==> src/rtl/f699_pkg.sv <==
`timescale 1ns / 1ps
package f699_pkg;

	localparam int FRAC_BITS      = 8;
	localparam int LOG_TABLE_BITS = 10;
	localparam int QW             = 16;

	localparam int ANGLE_W = 18;
	localparam int ANG_W   = 16;
	localparam int MAXG_W  = 15;
	localparam int AR_W    = 24;
	localparam int GAIN_W  = 16;
	localparam int CFG_W   = 24;

	localparam int LOG_STAGES = LOG_TABLE_BITS + 1;
	localparam int SEL_STAGES = 5;
	localparam int NUM_STAGES = 1 + LOG_STAGES + SEL_STAGES;

	localparam int MANT_W = 31;
	localparam int P_W    = 5;
	localparam int L2_W   = 21;
	localparam int GW     = 26;
	localparam int LOSS_W = 24;

	typedef enum logic {
		REG_MAX_GAIN = 1'b0,
		REG_APERTURE = 1'b1
	} reg_idx_t;

	localparam logic [MAXG_W-1:0] MAX_GAIN_RST = MAXG_W'(10240);
	localparam logic [AR_W-1:0]   APERTURE_RST = AR_W'(25600);

	localparam int ANG_PER  = 360 << FRAC_BITS;
	localparam int ANG_HALF = 180 << FRAC_BITS;

	localparam logic [AR_W-1:0]  AR_LARGE = AR_W'(100 << FRAC_BITS);
	localparam logic [ANG_W-1:0] ANG_48   = ANG_W'(48 << FRAC_BITS);
	localparam logic [39:0]      NEAR_LIM = 40'(100) << (2 * FRAC_BITS);
	localparam logic [32:0]      DP_LIM   = 33'(8192) << FRAC_BITS;

	// floor(x/25) = (x * M25) >> 33 for x < 2^28
	localparam logic [28:0] M25    = 29'd343597384;
	localparam int          M25_SH = 33;
	// floor(x/5) = (x * M5) >> 25 for x < 2^22
	localparam logic [22:0] M5     = 23'd6710887;
	localparam int          M5_SH  = 25;

	localparam logic [28:0] LOG10_2_Q30   = 29'd323228497;
	localparam int          LOG2_1585_Q16 = 261253;

	localparam int GAIN_MIN = -8192;
	localparam int GAIN_MAX = 32767;

	typedef struct packed {
		logic [MAXG_W-1:0] gmax;
		logic              hi_ar;
		logic              zero;
		logic              lt48;
		logic              near;
		logic              big;
		logic [LOSS_W-1:0] loss;
	} side_t;

	// Round half away from zero, drop 30 fraction bits.
	function automatic logic signed [L2_W-1:0] rnd30(input logic signed [50:0] v);
		logic [50:0] mag;
		logic [20:0] r;
		mag = v[50] ? 51'(-v) : 51'(v);
		r   = 21'((mag + (51'(1) << 29)) >> 30);
		return v[50] ? $signed(-L2_W'(r)) : $signed(L2_W'(r));
	endfunction

endpackage

==> src/rtl/f699_front.sv <==
`timescale 1ns / 1ps
module f699_front (
	input  logic                                  clk,
	input  logic                                  en,
	input  logic signed [f699_pkg::ANGLE_W-1:0]   off_axis_angle,
	input  logic        [f699_pkg::AR_W-1:0]      ar,
	input  logic        [f699_pkg::MAXG_W-1:0]    gmax,
	output logic        [f699_pkg::ANG_W-1:0]     ang_s1,
	output logic        [f699_pkg::AR_W-1:0]      ar_s1,
	output logic        [f699_pkg::MAXG_W-1:0]    gmax_s1
);
	import f699_pkg::*;

	logic signed [19:0] v;
	logic signed [19:0] r;
	logic signed [19:0] f;

	// modulo one turn, then mirror into 0..180
	always_comb begin
		v = 20'(off_axis_angle);
		if (v < -20'sd92160)
			r = v + 20'(2 * ANG_PER);
		else if (v < 0)
			r = v + 20'(ANG_PER);
		else if (v >= 20'(ANG_PER))
			r = v - 20'(ANG_PER);
		else
			r = v;
		f = (r > 20'(ANG_HALF)) ? 20'(ANG_PER) - r : r;
	end

	always_ff @(posedge clk) begin
		if (en) begin
			ang_s1  <= ANG_W'(f);
			ar_s1   <= (ar == '0) ? AR_W'(1) : ar;
			gmax_s1 <= gmax;
		end
	end

endmodule

==> config.mk <==
export PLATFORM = sky130hd
export DESIGN_NAME = f699_front
export DESIGN_NICKNAME = d
export VERILOG_FILES = /design/src/rtl/f699_pkg.sv /design/src/rtl/f699_front.sv
export SDC_FILE = /design/constraint.sdc
export NUM_CORES = 1
export LEC_CHECK = 0
export CORE_MARGIN = 2
export CORE_UTILIZATION = 57
export DETAILED_ROUTE_END_ITERATION = 10
export DONT_BUFFER_PORTS = 1
export PLACE_DENSITY = 0.72
export SLEW_MARGIN = 25
export SYNTH_ARGS = -nofsm -noshare
export SYNTH_HDL_FRONTEND = slang
export SYNTH_SLANG_ARGS = --single-unit
export TNS_END_PERCENT = 10
==> constraint.sdc <==
create_clock -name clk -period 4 [get_ports clk]
set_input_delay 0.8 -clock clk [delete_from_list [all_inputs] [get_ports clk]]
set_output_delay 0.8 -clock clk [all_outputs]
set_load 0.02 [all_outputs]
==> flow_metrics.py <==
metrics = {
    "routing": {
        "antenna_left": 0,
        "drc": 0,
        "vias_per_cell": 6.34,
        "drt_iter0_drc": 74,
        "dr.pass1.iters": 4,
        "wirelength_um": 4610,
        "wl_per_cell_um": 18.9,
        "vias": 1546,
    },
    "global_route": {
        "grt_max_degree": 56,
        "grt_pass1_vias": 1461,
        "antenna_found_initial": 0,
        "grt_pass1_wl_um": 7130,
        "grt_overflow": 0,
        "grt_usage_pct": 17.8,
    },
    "yosys": {
        "synth_seq_cells": 55,
        "synthTopCellsByArea": "edfxtp_1, xor2_1, clkbuf_1, ha_1, nor4_1",
        "synth-xor-area-share_pct": 6.22,
        "avgSynthCellArea_um2": 12.8,
        "ys_types": 46,
        "synth_fp_nets": 276,
        "synth-adder-area-share_pct": 3.25,
        "syn_area_mm2": 0.00270,
        "synth-edff-count": 55,
        "yosysWarnings": 0,
        "synth_simple_gate_area_share_pct": 12.4,
        "synth_top_family_by_area": "simple AND/OR/NAND/NOR gates",
        "netlist.area_leader.share_pct": 61.3,
        "synth.largest_area_cell": "edfxtp_1",
        "synth-compound-area-share_pct": 10.2,
        "synthMuxAreaShare_pct": 1.21,
        "synth_cells": 210,
        "synth_ff_type": "edfxtp_1",
        "ys_seq_area_share_pct": 61.3,
        "synthArstFlopShare_pct": 0,
    },
    "cts": {
        "clkTransAtPathRegs_ns": 0.09,
        "cts_resized": 0,
        "htreeDepth": 2,
        "tritoncts": "yes",
        "cts_setup_buffers": 0,
        "cts_sinks": 55,
        "holdBufCountCts": 0,
        "clk_path_buf_depth": 2,
        "numCtsBuffers": 5,
        "clockRootBuffer": "clkbuf_8",
    },
    "worst_setup_path": {
        "cp-start-kind": "input port",
        "worstPathArrival_ns": 3.52,
        "path_delay_family": "simple AND/OR/NAND/NOR gates",
        "crit_type": "input port to flop",
        "critPathMaxFanout": 14,
        "cpPeakStageDelay_ns": 0.57,
        "end_kind": "flop",
        "crit_chain": "inv_1, ha_1, or4b_1, or4_4, a41o_4, xnor2_4, a211oi_2, o31ai_4, buf_4, mux2_1",
        "slowest_stage": "or4b_1",
        "critPathRequiredTime_ns": 4.06,
        "cp_num_buf_inv": 2,
    },
    "power_and_ir_drop": {
        "power_mw": 1.30,
        "peakVddDrop_mv": 0.188,
        "power_density_mw_per_mm2": 471,
        "leakage_nw": 0.945,
    },
    "placed_design": {
        "gp_congestion": 0.857,
        "io_buffers": 0,
        "hpwl_um": 3510,
        "place_ws_ns": 0.212,
        "dp.cells": 236,
    },
    "sta": {
        "setup-tns-final_ns": 0,
        "rsz0062_at_grt": "false",
        "fmax_mhz": 289,
        "period_share_pct": 86.5,
        "slew-limit-headroom_pct": 69.6,
        "period_minus_slack_ns": 3.46,
        "hold_viol": 0,
        "final_max_slew_viol_count": 0,
        "worst_pin_slew_ns": 0.451,
        "setup_slack_ns": 0.538,
        "setup_viol": 0,
    },
    "floorplan": {
        "core_area_mm2": 0.00463,
        "die_area_mm2": 0.00530,
        "placementRows": 25,
        "io_pins": 114,
        "die_w_um": 72.8,
        "initial_core_util_pct": 58.2,
        "dieHeight_um": 72.8,
    },
    "layout": {
        "seq_area_mm2": 0.00165,
        "final_net_count": 255,
        "n_fill_cell": 370,
        "multiInputGateArea_um2": 896,
        "final_cell_mix": "edfxtp_1, xor2_1, a21oi_1, nor2_1, nor4_1",
        "final_common_cell": "edfxtp_1",
        "finalNonFillerCells": 244,
        "layout-drive-gt1-share_pct": 12.6,
        "diodes": 0,
        "area_delta_synth_final_pct": 2.64,
    },
    "outcome": {
        "status": "finished, final reports clean",
    },
    "job": {
        "max_cap_violations": 0,
    },
    "hold_path": {
        "hold_class": "input port to flop",
    },
}
[Yosys cell counts (2+ instances only)]
master / n
edfxtp_1: 55
clkbuf_1: 26
xor2_1: 13
a21oi_1: 9
nor2_1: 9
nor4_1: 9
inv_1: 8
nand2_1: 8
ha_1: 7
o21ai_0: 7
nor2_2: 6
nand2b_1: 5
nor3_1: 5
xnor2_1: 3
a211o_1: 2
a31oi_1: 2
nand4_1: 2
o21bai_1: 2
o31ai_1: 2
o41a_1: 2
or3_1: 2
or4bb_1: 2
[sequential cells by signal (all words and copies together) (netlist names)]
name	flops
ar_s1	24
gmax_s1	15
ang_s1	16
[logic make-up after synthesis]
logic type               count (synthesis)
flip-flops                              55
adder cells (fa/ha/maj)                  7
AND/OR/NAND/NOR                         56
AO/OA/AOI/OAI                           35
multiplexers                             3
XOR/XNOR                                17
buffers and inverters                   37
[where the power goes]
group	switching, mW	internal (mW)
clock network	0.169	0.188
logic	0.0713	0.0608
registers	0.0988	0.716
total	0.339	0.965
[routing by layer]
metal	vias to the layer above	share of wire, %	track usage (%)
li1	718	-	-
met1	730	39	22.4
met2	92	50	28.4
met3	6	9.2	5.52
met4	0	1.7	7.82
met5	-	0	0
[worst paths after layout]
path                          start             endpoint  slack (ns)  cells after the start
setup / recovery  off_axis_angle[0]  ang_s1[1]$_DFFE_PP_        0.54                     10
hold / removal    off_axis_angle[0]  ang_s1[0]$_DFFE_PP_        0.59                      0
[final cells by class]
class	count	area share [%]
well taps	54	2.44
repair buffers	1	0.271
clock inverters	3	1.67
inverters	8	1.08
clock buffers	5	2.49
multi-input cells	118	32.4
flip-flops and latches	55	59.7
[metrics by stage]
step | util, % | hold slack (ns) | cell area, µm²
final | 59.8 | 0.587 | 2770
after global routing | 59.8 | 0.566 | 2770
after CTS | 59.8 | 0.579 | 2770
after detailed placement | 57.3 | 0.899 | 2650
after global placement | 57.3 | 0.899 | 2650
after floorplan | - | 0.899 | 2700
Note: power is estimated with default switching activity, not from simulation.
