### src/rtl/f699_pkg.sv
`timescale 1ns / 1ps
package f699_pkg;

	localparam int FRAC_BITS      = 8;
	localparam int LOG_TABLE_BITS = 10;
	localparam int QW             = 16;

	localparam int ANGLE_W = 18;
	localparam int ANG_W   = 16;
	localparam int MAXG_W  = 15;
	localparam int AR_W    = 24;
	localparam int GAIN_W  = 16;
	localparam int CFG_W   = 24;

	localparam int LOG_STAGES = LOG_TABLE_BITS + 1;
	localparam int SEL_STAGES = 5;
	localparam int NUM_STAGES = 1 + LOG_STAGES + SEL_STAGES;

	localparam int MANT_W = 31;
	localparam int P_W    = 5;
	localparam int L2_W   = 21;
	localparam int GW     = 26;
	localparam int LOSS_W = 24;

	typedef enum logic {
		REG_MAX_GAIN = 1'b0,
		REG_APERTURE = 1'b1
	} reg_idx_t;

	localparam logic [MAXG_W-1:0] MAX_GAIN_RST = MAXG_W'(10240);
	localparam logic [AR_W-1:0]   APERTURE_RST = AR_W'(25600);

	localparam int ANG_PER  = 360 << FRAC_BITS;
	localparam int ANG_HALF = 180 << FRAC_BITS;

	localparam logic [AR_W-1:0]  AR_LARGE = AR_W'(100 << FRAC_BITS);
	localparam logic [ANG_W-1:0] ANG_48   = ANG_W'(48 << FRAC_BITS);
	localparam logic [39:0]      NEAR_LIM = 40'(100) << (2 * FRAC_BITS);
	localparam logic [32:0]      DP_LIM   = 33'(8192) << FRAC_BITS;

	// floor(x/25) = (x * M25) >> 33 for x < 2^28
	localparam logic [28:0] M25    = 29'd343597384;
	localparam int          M25_SH = 33;
	// floor(x/5) = (x * M5) >> 25 for x < 2^22
	localparam logic [22:0] M5     = 23'd6710887;
	localparam int          M5_SH  = 25;

	localparam logic [28:0] LOG10_2_Q30   = 29'd323228497;
	localparam int          LOG2_1585_Q16 = 261253;

	localparam int GAIN_MIN = -8192;
	localparam int GAIN_MAX = 32767;

	typedef struct packed {
		logic [MAXG_W-1:0] gmax;
		logic              hi_ar;
		logic              zero;
		logic              lt48;
		logic              near;
		logic              big;
		logic [LOSS_W-1:0] loss;
	} side_t;

	// Round half away from zero, drop 30 fraction bits.
	function automatic logic signed [L2_W-1:0] rnd30(input logic signed [50:0] v);
		logic [50:0] mag;
		logic [20:0] r;
		mag = v[50] ? 51'(-v) : 51'(v);
		r   = 21'((mag + (51'(1) << 29)) >> 30);
		return v[50] ? $signed(-L2_W'(r)) : $signed(L2_W'(r));
	endfunction

endpackage

### src/rtl/f699_select.sv
`timescale 1ns / 1ps
module f699_select (
	input  logic                                 clk,
	input  logic [f699_pkg::SEL_STAGES-1:0]      en,
	input  logic signed [f699_pkg::L2_W-1:0]     lg2d,
	input  logic signed [f699_pkg::L2_W-1:0]     lg2a,
	input  f699_pkg::side_t                      side,
	output logic signed [f699_pkg::GAIN_W-1:0]   gain
);
	import f699_pkg::*;

	// T0
	logic signed [50:0]     pd_s1, pa_s1;
	logic [22:0]            n5_s1;
	logic                   neg_s1;
	logic signed [L2_W-1:0] lga2_s1;
	side_t                  side_s1;
	// T1
	logic signed [L2_W-1:0] lgd_s2, lga_s2, lga2_s2;
	logic [45:0]            q5_s2;
	logic                   neg_s2;
	side_t                  side_s2;
	// T2
	logic signed [GW-1:0]   g1_s3, tl_s3, ts_s3, fs_s3;
	logic                   inr_s3;
	side_t                  side_s3;
	// T3
	logic signed [GW-1:0]   g16_s4;
	// T4
	logic signed [GAIN_W-1:0] gain_s5;

	logic signed [22:0]   t3;
	logic [22:0]          mag3;
	logic signed [22:0]   sdv, thr;
	logic signed [GW-1:0] lgd_e, lga_e, g1_c, tl_c, ts_c, fs_c;
	logic signed [GW-1:0] gmax16, loss_e, g16_c;
	logic                 main_c;
	logic [GW-1:0]        gmag;
	logic [17:0]          gr;
	logic signed [18:0]   gres;
	logic signed [GAIN_W-1:0] gsat;

	always_comb begin
		t3   = (23'(lg2d) <<< 1) + 23'(lg2d);
		mag3 = t3[22] ? 23'(-t3) : 23'(t3);

		sdv = neg_s2 ? -$signed(23'(q5_s2[45:M5_SH])) : $signed(23'(q5_s2[45:M5_SH]));
		thr = 23'(LOG2_1585_Q16) - sdv;

		lgd_e = GW'(lgd_s2);
		lga_e = GW'(lga_s2);
		g1_c  = GW'(2 << QW) + (lgd_e <<< 4) - lgd_e;
		tl_c  = GW'(32 << QW) - ((lga_e <<< 4) + (lga_e <<< 3) + lga_e);
		ts_c  = GW'(52 << QW) - ((lgd_e <<< 3) + (lgd_e <<< 1))
			- ((lga_e <<< 4) + (lga_e <<< 3) + lga_e);
		fs_c  = GW'(10 << QW) - ((lgd_e <<< 3) + (lgd_e <<< 1));

		gmax16 = $signed(GW'(side_s3.gmax) << (QW - FRAC_BITS));
		loss_e = $signed(GW'(side_s3.loss));
		main_c = !side_s3.big && (gmax16 >= g1_s3) && (loss_e < gmax16 - g1_s3);
		if (main_c)
			g16_c = gmax16 - loss_e;
		else if (side_s3.hi_ar)
			g16_c = inr_s3 ? g1_s3 : (side_s3.lt48 ? tl_s3 : -$signed(GW'(10 << QW)));
		else
			g16_c = side_s3.near ? g1_s3 : (side_s3.lt48 ? ts_s3 : fs_s3);

		// round half away from zero to Q.8, then clamp
		gmag = g16_s4[GW-1] ? GW'(-g16_s4) : GW'(g16_s4);
		gr   = 18'((gmag + GW'(1 << (QW - FRAC_BITS - 1))) >> (QW - FRAC_BITS));
		gres = g16_s4[GW-1] ? -$signed(19'(gr)) : $signed(19'(gr));
		if (gres < 19'(GAIN_MIN))
			gsat = GAIN_W'(GAIN_MIN);
		else if (gres > 19'(GAIN_MAX))
			gsat = GAIN_W'(GAIN_MAX);
		else
			gsat = GAIN_W'(gres);
	end

	always_ff @(posedge clk) begin
		if (en[0]) begin
			pd_s1   <= lg2d * $signed({1'b0, LOG10_2_Q30});
			pa_s1   <= lg2a * $signed({1'b0, LOG10_2_Q30});
			n5_s1   <= mag3 + 23'd2;
			neg_s1  <= lg2d[L2_W-1];
			lga2_s1 <= lg2a;
			side_s1 <= side;
		end
		if (en[1]) begin
			lgd_s2  <= rnd30(pd_s1);
			lga_s2  <= rnd30(pa_s1);
			q5_s2   <= 46'(n5_s1) * 46'(M5);
			neg_s2  <= neg_s1;
			lga2_s2 <= lga2_s1;
			side_s2 <= side_s1;
		end
		if (en[2]) begin
			g1_s3   <= g1_c;
			tl_s3   <= tl_c;
			ts_s3   <= ts_c;
			fs_s3   <= fs_c;
			inr_s3  <= side_s2.zero || (23'(lga2_s2) < thr);
			side_s3 <= side_s2;
		end
		if (en[3])
			g16_s4 <= g16_c;
		if (en[4])
			gain_s5 <= gsat;
	end

	assign gain = gain_s5;

endmodule

### config.mk
export PLATFORM = sky130hd
export DESIGN_NAME = f699_select
export DESIGN_NICKNAME = d
export VERILOG_FILES = /design/src/rtl/f699_pkg.sv /design/src/rtl/f699_select.sv
export SDC_FILE = /design/constraint.sdc
export NUM_CORES = 2
export LEC_CHECK = 0
export BUFFER_PORTS_ARGS = -buffer_cell sky130_fd_sc_hd__buf_2
export CAP_MARGIN = 40
export CORE_UTILIZATION = 60
export CTS_BUF_LIST = sky130_fd_sc_hd__clkbuf_4 sky130_fd_sc_hd__clkbuf_8 sky130_fd_sc_hd__clkbuf_16
export DETAILED_ROUTE_END_ITERATION = 7
export PLACE_DENSITY_LB_ADDON = 0.25
export SLEW_MARGIN = 20
export SYNTH_ARGS = -nofsm -noshare
export SYNTH_HDL_FRONTEND = slang
export SYNTH_SLANG_ARGS = --single-unit
### constraint.sdc
create_clock -name clk -period 9.21 [get_ports clk]
set_input_delay 1.842 -clock clk [delete_from_list [all_inputs] [get_ports clk]]
set_output_delay 1.842 -clock clk [all_outputs]
set_load 0.02 [all_outputs]
==> flow_summary.toml <==
[routing]
wl_per_cell_um = 18.9
vias_per_cell = 5.75
drc_errors = 0
drt_iter0_drc = 2741
antenna_left = 0
finalWirelength_mm = 135
firstDrtPassIters = 6
vias = 41100

[clock_network]
cts_tree = "built"
numCtsBuffers = 58
clk_pin_slew_ns = 0.06
hold_buffers = 0
post-cts-setup-buffers = 0
cts_resized = 0
clock_latency_ns = 0.68
cts-root-buf = "clkbuf_16"
htree_levels = 2
clockBufferDepth = 3
cts.sinks = 501

[sta]
tightest_slew_ns = 0.866
setup_viol = 0
fin_crit_ns = 8.35
timing.slew.headroom = 0.423
final_hold_viol_count = 0
fin_worst_skew_ns = 0.0365
finalSetupTns_ns = 0
slew_viol_final = 0
clock.fmax_mhz = 120
worst_slack_ns = 0.864
fin_crit_sh = 0.906
rsz0062_at_grt = "false"
whs_ns = 0.416

[logic_synthesis]
netlist_area_mm2 = 0.0585
ys_types = 109
synthTopCellsByArea = "edfxtp_1 26%, ha_1 19%, fa_1 18%, inv_1 6.9%, xnor2_1 4.9%"
synth_nets = 7221
synth_top_area_frac = 0.257
synthFlopType = "edfxtp_1"
syn_area_per_cell_um2 = 10.2
ys_seq_area_frac = 0.257
netlist_instances = 5705
yosys.area.top_type = "edfxtp_1"
yosysWarnings = 0
ys_async_sr_fraction = 0
synth_seq_cells = 501
synth_edf_count = 501

[critical_path]
path_class = "reg2reg"
cp_common_cell = "fa_1"
required_ns = 9.62
start_kind = "flip-flop"
critPathLaunch = "n5_s1[6]"
cpMaxStageDelayCell = "fa_1"
crit_family = "adder cells"
cp_max_fo = 5
crit_chain = "ha_1 -> inv_1 -> fa_1 -> fa_1 -> fa_1 -> inv_1 -> fa_1 -> fa_1 -> inv_1 -> fa_1 -> inv_1 -> ha_1 -> a211o_1 -> a21oi_1 -> and3_1 -> o311ai_0 -> a311o_1 -> a41o_1 -> a31oi_1 -> o21ai_0 -> a41o_1 -> or2_2 -> a21oi_1 -> xnor2_1"
path_buf_inv = 4
arrival_ns = 8.76
timing.rr.start = "n5_s1[6]"
cp-end-kind = "flip-flop"
slowest_delay_ns = 0.60

[global_routing]
grt_overflow = 0
grt_pass1_wl_mm = 217
grt_usage = 0.279
first_global_vias = 41100
grt_start_max_net_pins = 87
grt_antenna_before_repair = 9

[placed_design]
gp_congestion = 0.963
dp_worst_setup_slack_ns = 0.262
port_buffers = 107
dp.final_hpwl_mm = 111

[floorplan]
die_area_mm2 = 0.0987
core-area_mm2 = 0.0966
pin_count = 108
initial_core_util = 0.605
die_w_um = 314
rows = 114
die_y_um = 314

[run]
cap_violations = 0

[final_layout]
final_layout_size_suffix_gt1_frac = 0.0600
area_growth_syn_to_layout_pct = 6.97
fin_nets = 7330

[worst_hold_path]
hold_path_startpoint = "side_s1[25]"
holdCritPathClass = "reg2reg"

[outcome]
outcome = "finished, final reports clean"
==> sequential cells by signal, indices dropped and copies added, names as in the netlist <==
signal and count:
neg_s1 1, loss_e 24, tl_s3 26, side_s2 44, lgd_s2 21, q5_s2 21
fs_s3 23, inr_s3 1, lga_s2 21, n5_s1 22, lga2_s1 17, lga2_s2 21
pd_s1 51, pa_s1 51, gmax16 15, neg_s2 1, side_s1 44, side_s3 4
ts_s3 25, g1_s3 26, gain 16, g16_s4 26
==> worst register-to-register path: stages, from the launching register on <==
cell and delay, ns:
edfxtp_1 0.53, ha_1 0.39, inv_1 0.18, fa_1 0.49
fa_1 0.51, fa_1 0.54, inv_1 0.05, fa_1 0.53
fa_1 0.55, inv_1 0.08, fa_1 0.60, inv_1 0.06
ha_1 0.30, a211o_1 0.28, a21oi_1 0.34, and3_1 0.22
o311ai_0 0.26, a311o_1 0.45, a41o_1 0.30, a31oi_1 0.26
o21ai_0 0.26, a41o_1 0.33, or2_2 0.30, a21oi_1 0.18
xnor2_1 0.11
==> kinds of logic (layout without fill, tap and decap cells) <==
kind of cell    Yosys count  count (layout)  share of synthesized area
compound gates          945             945                      0.109
mux                      69              69                     0.0122
xor+xnor                493             493                     0.0745
simple gates           1107            1107                      0.100
flops                   501             501                      0.257
buf+inv                1166            1324                     0.0765
fa+ha+maj              1424            1424                      0.371
other cells               0               1                          0
==> stage by stage <==
step | utilization | area (um2) | cells
detailed placement | 0.626 | 60400 | 7028
CTS | 0.647 | 62500 | 7137
finish | 0.648 | 62500 | 7140
global placement | 0.626 | 60400 | 7025
floorplan | - | 58500 | 5705
global route | 0.648 | 62500 | 7139
==> area by class of cell <==
class	instances	area [um2]
antenna	1	2.50
clock buffer	65	1500
clock inverter	44	567
fill	7618	34000
inverter	1071	4020
multi-input combinational	4038	39000
sequential	501	15000
tap	1276	1600
timing repair buffer	144	855
==> per-layer routing <==
layer / part of all wire / track usage
met2: 0.46 / 0.452
met5: 0.00070 / 0
met1: 0.44 / 0.387
met4: 0.026 / 0.0721
met3: 0.067 / 0.0511
==> cells in the mapped netlist, types with 44 or more instances <==
cell / n
a21oi_1: 233
nand2b_1: 60
nand3_1: 92
nand2_1: 244
mux2i_1: 51
edfxtp_1: 501
nor3_1: 96
o21ai_0: 191
ha_1: 909
nor2b_1: 46
a31oi_1: 44
inv_1: 1070
xor2_1: 160
a21o_1: 80
xnor2_1: 330
fa_1: 515
clkbuf_1: 65
nor2_1: 251
==> worst paths after layout <==
path | to | cells after the start | slack, ns
min reg2reg | side_s2[25] | 0 | 0.42
max | q5_s2[43] | 24 | 0.86
min | side_s2[25] | 0 | 0.42
max reg2reg | q5_s2[43] | 24 | 0.86
==> cell usage in the layout (no fill, tap or decap), drive strengths merged, types with 28 or more instances in the layout <==
master  count
inv      1074
ha        909
fa        515
edfxtp    501
xnor2     330
nor2      251
nand2     244
a21oi     233
o21ai     198
xor2      161
buf       143
nor3       99
nand3      93
a21o       80
clkbuf     66
nand2b     61
mux2i      51
nor2b      46
a31oi      44
nor4       44
or3        42
and3       41
nand4      39
o31ai      39
o21bai     36
o21a       36
or2        28
a211oi     28
Power is not shown: default switching activity piles up to over one toggle a cycle in this logic, so the estimate is an artifact.
